$ cat src/delta_list_sleep_timer_core_defines.svh
// assertion macros shared by the sleep timer rtl
// needs clk and rst_n in the scope of each use
`ifndef DELTA_LIST_SLEEP_TIMER_CORE_DEFINES_SVH
`define DELTA_LIST_SLEEP_TIMER_CORE_DEFINES_SVH

// same-cycle implication
`define DLST_ASSERT_IMP(lbl, ante, cons, msg) \
  lbl: assert property (@(posedge clk) disable iff (!rst_n) (ante) |-> (cons)) else $error(msg);

// next-cycle implication
`define DLST_ASSERT_NXT(lbl, ante, cons, msg) \
  lbl: assert property (@(posedge clk) disable iff (!rst_n) (ante) |=> (cons)) else $error(msg);

`endif

$ cat src/dlst_pkg.sv
// types and codes for the delta list sleep timer
// no dependencies
package dlst_pkg;

  localparam int CNT_W = 6;

  localparam logic [1:0] REQ_SLEEP  = 2'd0;
  localparam logic [1:0] REQ_REMOVE = 2'd1;
  localparam logic [1:0] REQ_TICK   = 2'd2;

  localparam logic [2:0] EV_SLEEP_OK  = 3'd0;
  localparam logic [2:0] EV_POOL_FULL = 3'd1;
  localparam logic [2:0] EV_REMOVED   = 3'd2;
  localparam logic [2:0] EV_UNBLOCK   = 3'd3;
  localparam logic [2:0] EV_ALARM     = 3'd4;
  localparam logic [2:0] EV_TICK_DONE = 3'd5;

  localparam logic REG_TICK_MS   = 1'b0;
  localparam logic REG_TIMESLICE = 1'b1;

  typedef struct packed {
    logic [1:0]  req_type;
    logic [15:0] thread_id;
    logic [31:0] sleep_ms;
    logic        blocking;
  } in_item_t;

  typedef struct packed {
    logic [2:0]  event_kind;
    logic [15:0] event_thread;
    logic        resched;
    logic        last;
  } out_item_t;

  typedef struct packed {
    logic [15:0] thread;
    logic [31:0] delta;
    logic        blocking;
  } entry_t;

  typedef enum logic [1:0] {
    OP_HOLD,
    OP_INSERT,
    OP_DROP,
    OP_HEAD_SUB
  } cell_op_t;

  typedef struct packed {
    cell_op_t         op;
    logic [CNT_W-1:0] pos;
    entry_t           ins;
    logic [31:0]      adj;
  } cell_ctrl_t;

  typedef enum logic [2:0] {
    ST_IDLE,
    ST_SLEEP,
    ST_REMOVE,
    ST_TICK,
    ST_REPLY
  } state_t;

endpackage

$ cat src/dlst_cell.sv
// one list slot: holds an entry and shifts to or from its neighbors
// depends on dlst_pkg
module dlst_cell #(
  parameter int IDX = 0
) (
  input  logic                clk,
  input  dlst_pkg::cell_ctrl_t ctrl,
  input  dlst_pkg::entry_t    left_q,
  input  dlst_pkg::entry_t    right_q,
  output dlst_pkg::entry_t    q
);

  localparam logic [dlst_pkg::CNT_W-1:0] MY_IDX = dlst_pkg::CNT_W'(IDX);

  dlst_pkg::entry_t ent_r;
  dlst_pkg::entry_t ent_nxt;

  always_comb begin
    ent_nxt = ent_r;
    case (ctrl.op)
      dlst_pkg::OP_INSERT: begin
        if (MY_IDX == ctrl.pos) begin
          ent_nxt = ctrl.ins;
        end else if (MY_IDX > ctrl.pos) begin
          ent_nxt = left_q;
          // old successor gives up the new entry's delta
          if (MY_IDX == ctrl.pos + 1'b1) ent_nxt.delta = left_q.delta - ctrl.adj;
        end
      end
      dlst_pkg::OP_DROP: begin
        if (MY_IDX >= ctrl.pos) ent_nxt = right_q;
        // successor takes over whatever delta the caller hands on
        if (MY_IDX == ctrl.pos) ent_nxt.delta = right_q.delta + ctrl.adj;
      end
      dlst_pkg::OP_HEAD_SUB: begin
        if (MY_IDX == '0) ent_nxt.delta = ent_r.delta - ctrl.adj;
      end
      default: ent_nxt = ent_r;
    endcase
  end

  always_ff @(posedge clk) begin
    ent_r <= ent_nxt;
  end

  assign q = ent_r;

endmodule

$ cat config.mk
export PLATFORM = sky130hd
export DESIGN_NAME = dlst_cell
export DESIGN_NICKNAME = d
export VERILOG_FILES = /design/src/delta_list_sleep_timer_core_defines.svh /design/src/dlst_pkg.sv /design/src/dlst_cell.sv
export SDC_FILE = /design/constraint.sdc
export NUM_CORES = 1
export LEC_CHECK = 0
export ABC_AREA = 0
export CORE_ASPECT_RATIO = 0.8
export CORE_MARGIN = 5
export CORE_UTILIZATION = 40
export CTS_CLUSTER_DIAMETER = 200
export CTS_CLUSTER_SIZE = 20
export DETAILED_ROUTE_END_ITERATION = 8
export DONT_BUFFER_PORTS = 1
export PLACE_DENSITY = 0.59
export SLEW_MARGIN = 20
export SYNTH_ARGS = -nofsm -noshare
export SYNTH_HDL_FRONTEND = slang
export SYNTH_SLANG_ARGS = --single-unit
$ cat constraint.sdc
create_clock -name clk -period 5 [get_ports clk]
set_clock_uncertainty 0.05 [all_clocks]
set_input_delay 0.25 -clock clk [delete_from_list [all_inputs] [get_ports clk]]
set_output_delay 0.25 -clock clk [all_outputs]
set_load 0.005 [all_outputs]
==> results of run 1 <==
worst max-delay path, cell delays in order, from the launching register on:
cell,delay [ns]
edfxtp_1,0.45
ha_1,0.38
and4_1,0.26
a221oi_1,0.50
a21boi_1,0.22
a21boi_0,0.42
o31ai_1,0.19
and4_1,0.24
nor3_1,0.18
nand3_1,0.10
per-layer routing:
metal | GRT usage [%] | share of wire, % | routed length [µm] | vias to the layer above
met5 | 0 | 0 | 0 | -
met4 | 4.92 | 1.7 | 549 | 0
met3 | 7.89 | 12 | 3920 | 34
met2 | 36.2 | 40 | 12900 | 460
met1 | 38.3 | 45 | 14500 | 4054
li1 | - | - | - | 4093
Yosys cell counts, types with 11 or more instances:
cell type / instances / area share (%)
inv_1: 62 / 2.8
mux2i_1: 12 / 1.4
a31oi_1: 26 / 2.0
xor2_1: 25 / 2.6
o21ai_0: 74 / 4.5
nand4_1: 13 / 0.98
a21o_1: 37 / 3.3
nor2_1: 86 / 3.9
a211oi_1: 13 / 1.2
nand3_1: 22 / 1.3
clkbuf_1: 43 / 1.9
ha_1: 93 / 14
o211ai_1: 35 / 3.2
nor3_1: 20 / 1.2
nand2_1: 155 / 7.0
edfxtp_1: 49 / 18
xnor2_1: 45 / 4.8
and3_1: 11 / 0.83
o21a_1: 14 / 1.3
a21oi_1: 93 / 5.6
o22ai_1: 11 / 0.83
final cells by class:
class	instances	area, µm²
clock inverters	3	41.3
flip-flops and latches	49	1470
diodes	1	2.50
inverters	62	233
multi-input cells	950	6430
repair buffers	7	52.6
well taps	269	337
clock buffers	5	125
fillers	2069	11800
cell families (layout without fill, tap and decap cells):
family	Yosys count	after routing	share of synthesized area, %
compound gates	411	411	33.8
simple gates	361	361	19.6
buf+inv	114	77	5.20
fa+ha+maj	96	96	14.8
xor+xnor	70	70	7.39
flops	49	49	17.7
mux	12	12	1.45
other cells	0	1	0
per-stage QoR:
stage | power (mW) | setup slack (ns) | utilization [%] | cell area [µm²]
6_report | 1.76 | 1.74 | 42.3 | 8690
5_1_grt | 1.87 | 1.57 | 42.3 | 8690
4_1_cts | 1.75 | 1.79 | 42.3 | 8690
3_5_place_dp | 1.33 | 1.78 | 41.5 | 8520
3_3_place_gp | 1.33 | 1.80 | 41.5 | 8520
2_1_floorplan | 1.17 | 1.19 | - | 8300
final timing paths:
path	startpoint	end	slack [ns]	cells past startpoint
worst max-delay path	q[9]	q[30]	1.74	9
worst min-delay path	ctrl[87]	q[4]	0.13	2
worst max register to register	q[9]	q[30]	1.74	9
worst min register to register	q[32]	q[32]	0.87	3
where the power goes:
group	total [mW]	switching [mW]	leakage (nW)	internal, mW
Sequential	0.503	0.0209	0.459	0.482
Clock	0.419	0.184	0.0775	0.236
Combinational	0.842	0.492	3.10	0.350
Total	1.76	0.697	3.64	1.07
==> flow_metrics.tcl, run 1 <==
set metrics [dict create \
    synth.distinct_cells 82 \
    drive_gt1_share_pct 4.18 \
    min_path_type "input port to flip-flop" \
    ys.flop_type "edfxtp_1" \
    holdBufCountCts 0 \
    synth_edf_count 49 \
    synth_fp_nets 1397 \
    portBuffers 0 \
    power.leakage_nw 3.64 \
    ys_warn_count 0 \
    timing_worst_setup_path_type "flip-flop to flip-flop" \
    syn_area_per_cell_um2 7.45 \
    timing.hold.ws_ns 0.133 \
    ys_seq_area_share_pct 17.7 \
    drtAntennaViolNets 0 \
    final_cell_mix "155 x nand2_1, 93 x ha_1, 92 x a21oi_1, 86 x nor2_1, 73 x o21ai_0" \
    cts_tree "yes" \
    final_cell_count_no_fill 1346 \
    grt_pass1_wl_um 47200 \
    routed_wl_um 31900 \
    start_kind "flip-flop" \
    clk_latency_ns 0.31 \
    cts_buffers 5 \
    syn_area_um2 8300 \
    fmax_ghz 0.306 \
    area_delta_synth_final_pct 4.74 \
    maxSlewHeadroom_pct 36.3 \
    io_pins 237 \
    cts_sinks 49 \
    gp_congestion 0.979 \
    hold_viol_final 0 \
    tns_ns 0 \
    netlist_instances 1113 \
    clk_pin_slew_worst_paths_ns 0.08 \
    cp_max_fo 6 \
    hpwl_um 25800 \
    clockBufferDepth 2 \
    cts_setup_buffers 0 \
    maxCapViolations 0 \
    first_global_vias 7908 \
    worstPathRequired_ns 4.99 \
    drc 0 \
    die_w_um 171 \
    peakVddDrop_mv 0.132 \
    min_period_over_period_pct 65.3 \
    htree_levels 2 \
    overflow 0 \
    worst_pin_slew_ns 0.956 \
    via_per_inst 6.42 \
    endpoint_kind "flip-flop" \
    layout_commonest_cell "nand2_1" \
    final.min_clock_period_ns 3.26 \
    track_usage_pct 25.6 \
    finalSetupViolCount 0 \
    dieArea_um2 23700 \
    slew_viol_final 0 \
    antenna_found_initial 1 \
    drtIter0Drc 1070 \
    core_um2 20500 \
    powerDensity_nw_per_um2 203 \
    status "finished, final reports clean" \
    vias 8641 \
    dr.pass1.iters 6 \
    synth-seq-cells 49 \
    die_h_um 139 \
    initial_core_util_pct 40.4 \
    grt_setup_unrepaired "false" \
    placementRows 47 \
    cts-root-buf "clkbuf_16" \
    largest_reg_flops 49 \
    grt_max_degree 75 \
    wl_per_cell_um 23.7 \
    nNetsFinal 1359 \
    async_reset_ff_share_pct 0 \
    post_cts_resized 0 \
    placed_cells 1337 \
    arrival_ns 3.26 \
]
Note: power is estimated with default switching activity, not from simulation.
==> run 2, diff against run 1 <==
- PLACE_DENSITY: 0.59 -> 0.61
- clock period: 5 -> 2.9 ns (I/O delays scaled with it)
==> run 2 against run 1 <==
Wire length rose by 2.8%. Sequential share of layout area fell by 1.6 points. Largest cell class unchanged. Non-clock buffer count rose by 92. Cell count rose by 6.8%. Critical path depth rose by 3. Utilization rose by 4.4 points. Sequential power rose by 71%. Maximum frequency rose by 9.1%. The run now ends with setup timing left. Critical path type unchanged.
==> flow_metrics.tcl, run 2 (synthesized netlist as in run 1, its figures left out) <==
set metrics [dict create \
    status "finished with violations" \
    violations "setup timing" \
    arrival_ns 3.00 \
    htree_levels 2 \
    initial_core_util_pct 40.4 \
    via_per_inst 6.27 \
    dieArea_um2 23700 \
    vias 9015 \
    pwr-share-comb_pct 51.6 \
    holdPathEnd "q[20]" \
    layout_setup_ws_ns -0.0925 \
    cts_sinks 49 \
    regToRegSetupSlack_ns -0.09 \
    crit_top_cell "a31oi_2" \
    ff2ff_path_depth 12 \
    core_um2 20500 \
    cts-root-buf "clkbuf_16" \
    antenna_found_initial 1 \
    rr_startpoint "q[1]" \
    min_path_type "input port to flip-flop" \
    grt_pass1_wl_um 48400 \
    cp_max_fo 3 \
    area_delta_synth_final_pct 15.7 \
    grt_max_degree 46 \
    placementRows 47 \
    final_cell_mix "155 x nand2_1, 94 x buf_4, 88 x ha_1, 87 x a21oi_1, 86 x nor2_1" \
    p_sw_mw 1.27 \
    cts_tree "yes" \
    track_usage_pct 26.2 \
    nNetsFinal 1451 \
    hpwl_um 26600 \
    routed_wl_um 32800 \
    powerDensity_nw_per_um2 340 \
    max_stage_delay_ns 0.40 \
    worstPathRequired_ns 2.91 \
    power.leakage_nw 4.11 \
    die_h_um 139 \
    hold_start "ctrl[88]" \
    timing.hold.ws_ns 0.0210 \
    drc 0 \
    worst_pin_slew_ns 0.852 \
    endpoint_kind "flip-flop" \
    fillCellCount 1983 \
    drtAntennaViolNets 0 \
    n_antenna_cell 0 \
    hold_viol_final 0 \
    multiInputGateArea_um2 6620 \
    largest_reg_flops 49 \
    maxCapViolations 0 \
    seq_power_share_pct 26.3 \
    layout_commonest_cell "nand2_1" \
    timing_worst_setup_path_type "flip-flop to flip-flop" \
    peakVddDrop_mv 0.327 \
    fmax_ghz 0.334 \
    clkPwrFrac_pct 22.1 \
    seqCellArea_um2 1470 \
    overflow 0 \
    wl_per_cell_um 22.8 \
    drtIter0Drc 1109 \
    clk_pin_slew_worst_paths_ns 0.09 \
    die_w_um 171 \
    clk_latency_ns 0.32 \
    drive_gt1_share_pct 14.4 \
    start_kind "flip-flop" \
    path_cells "inv_2 > ha_4 > fa_2 > nor2b_2 > o211ai_1 > a31oi_2 > a211o_1 > o21ai_4 > o22ai_4 > a31oi_2 > mux2i_1 > or3_1" \
    dr.pass1.iters 5 \
    cp_slowest_cell "edfxtp_1" \
    final.min_clock_period_ns 2.99 \
    portBuffers 0 \
    p_int_mw 1.99 \
    grt_setup_unrepaired "true" \
    finalSetupViolCount 4 \
    maxSlewHeadroom_pct 42.8 \
    r2r-end "q[31]" \
    hold_depth 1 \
    swShare_pct 38.9 \
    cts_buffers 5 \
    first_global_vias 8173 \
    clockBufferDepth 2 \
    slew_viol_final 0 \
    io_pins 237 \
    gp_congestion 0.975 \
    dp_slack_ns -0.202 \
    min_period_over_period_pct 103 \
]
[run 2: changes by cell type in the layout (fill, tap and decap cells not counted), sizes merged]
cell / change
diode: -1
buf: +89
dlygate4sd3: +3
[run 2: per-layer routing]
metal / global-route usage, % / vias up / routed length (µm)
li1: - / 4270 / -
met1: 39.0 / 4175 / 14500
met2: 37.6 / 515 / 13400
met3: 6.81 / 53 / 3990
met4: 6.29 / 2 / 865
met5: 0 / - / 11
[run 2: layout make-up]
type / instances / area share, %
clock buffer: 5 / 1.30
clock inverter: 3 / 0.430
inverter: 62 / 2.43
multi-input combinational: 950 / 69.0
sequential: 49 / 15.3
tap: 269 / 3.51
timing repair buffer: 99 / 7.99
[run 2: stage by stage]
| step | total power, mW | area [µm²] | instances | setup TNS (ns) | util, % |
|---|---|---|---|---|---|
| 2_1_floorplan | 2.01 | 8300 | 1113 | 0 | - |
| 4_1_cts | 3.18 | 9430 | 1436 | -0.00709 | 45.9 |
| 3_5_place_dp | 2.43 | 9140 | 1418 | -0.736 | 44.5 |
| 5_1_grt | 3.46 | 9590 | 1437 | -0.830 | 46.7 |
| 6_report | 3.26 | 9590 | 1437 | -0.316 | 46.7 |
| 3_3_place_gp | 2.42 | 9140 | 1418 | -0.449 | 44.5 |
[run 2: critical path: cells and delay by family (launching register included)]
family / cells / cell delay [ns]
AOI/OAI and AO/OA: 6 / 1.36
DFF: 1 / 0.40
muxes: 1 / 0.10
adders and majority gates: 2 / 0.35
buffers and inverters: 1 / 0.08
and+or+nand+nor: 2 / 0.38
[run 2: worst max-delay path by stage]
stage	start	end	slack (ns)
after CTS	q[1]	q[31]	-0.007
final	q[1]	q[31]	-0.09
after detailed placement	ctrl[0]	q[27]	-0.20
after floorplan	ctrl[86]	q[10]	0.02
after global placement	ctrl[0]	q[27]	-0.17
after global routing	q[1]	q[31]	-0.18
[run 2: power by group through the flow]
stage / Combinational, mW / Clock [mW] / Sequential [mW]
floorplan: 1.15 / 0 / 0.865
global placement: 1.55 / 0 / 0.873
detailed placement: 1.56 / 0 / 0.873
CTS: 1.59 / 0.725 / 0.858
global route: 1.84 / 0.758 / 0.861
finish: 1.68 / 0.720 / 0.860
[run 2: what timing repair did]
action	in CTS	in global routing
hold endpoints to repair	6	1
hold buffers	2	1
pin swaps	2	24
cloned	0	0
setup endpoints to repair	9	19
resized for setup	8	41
setup buffers	9	2
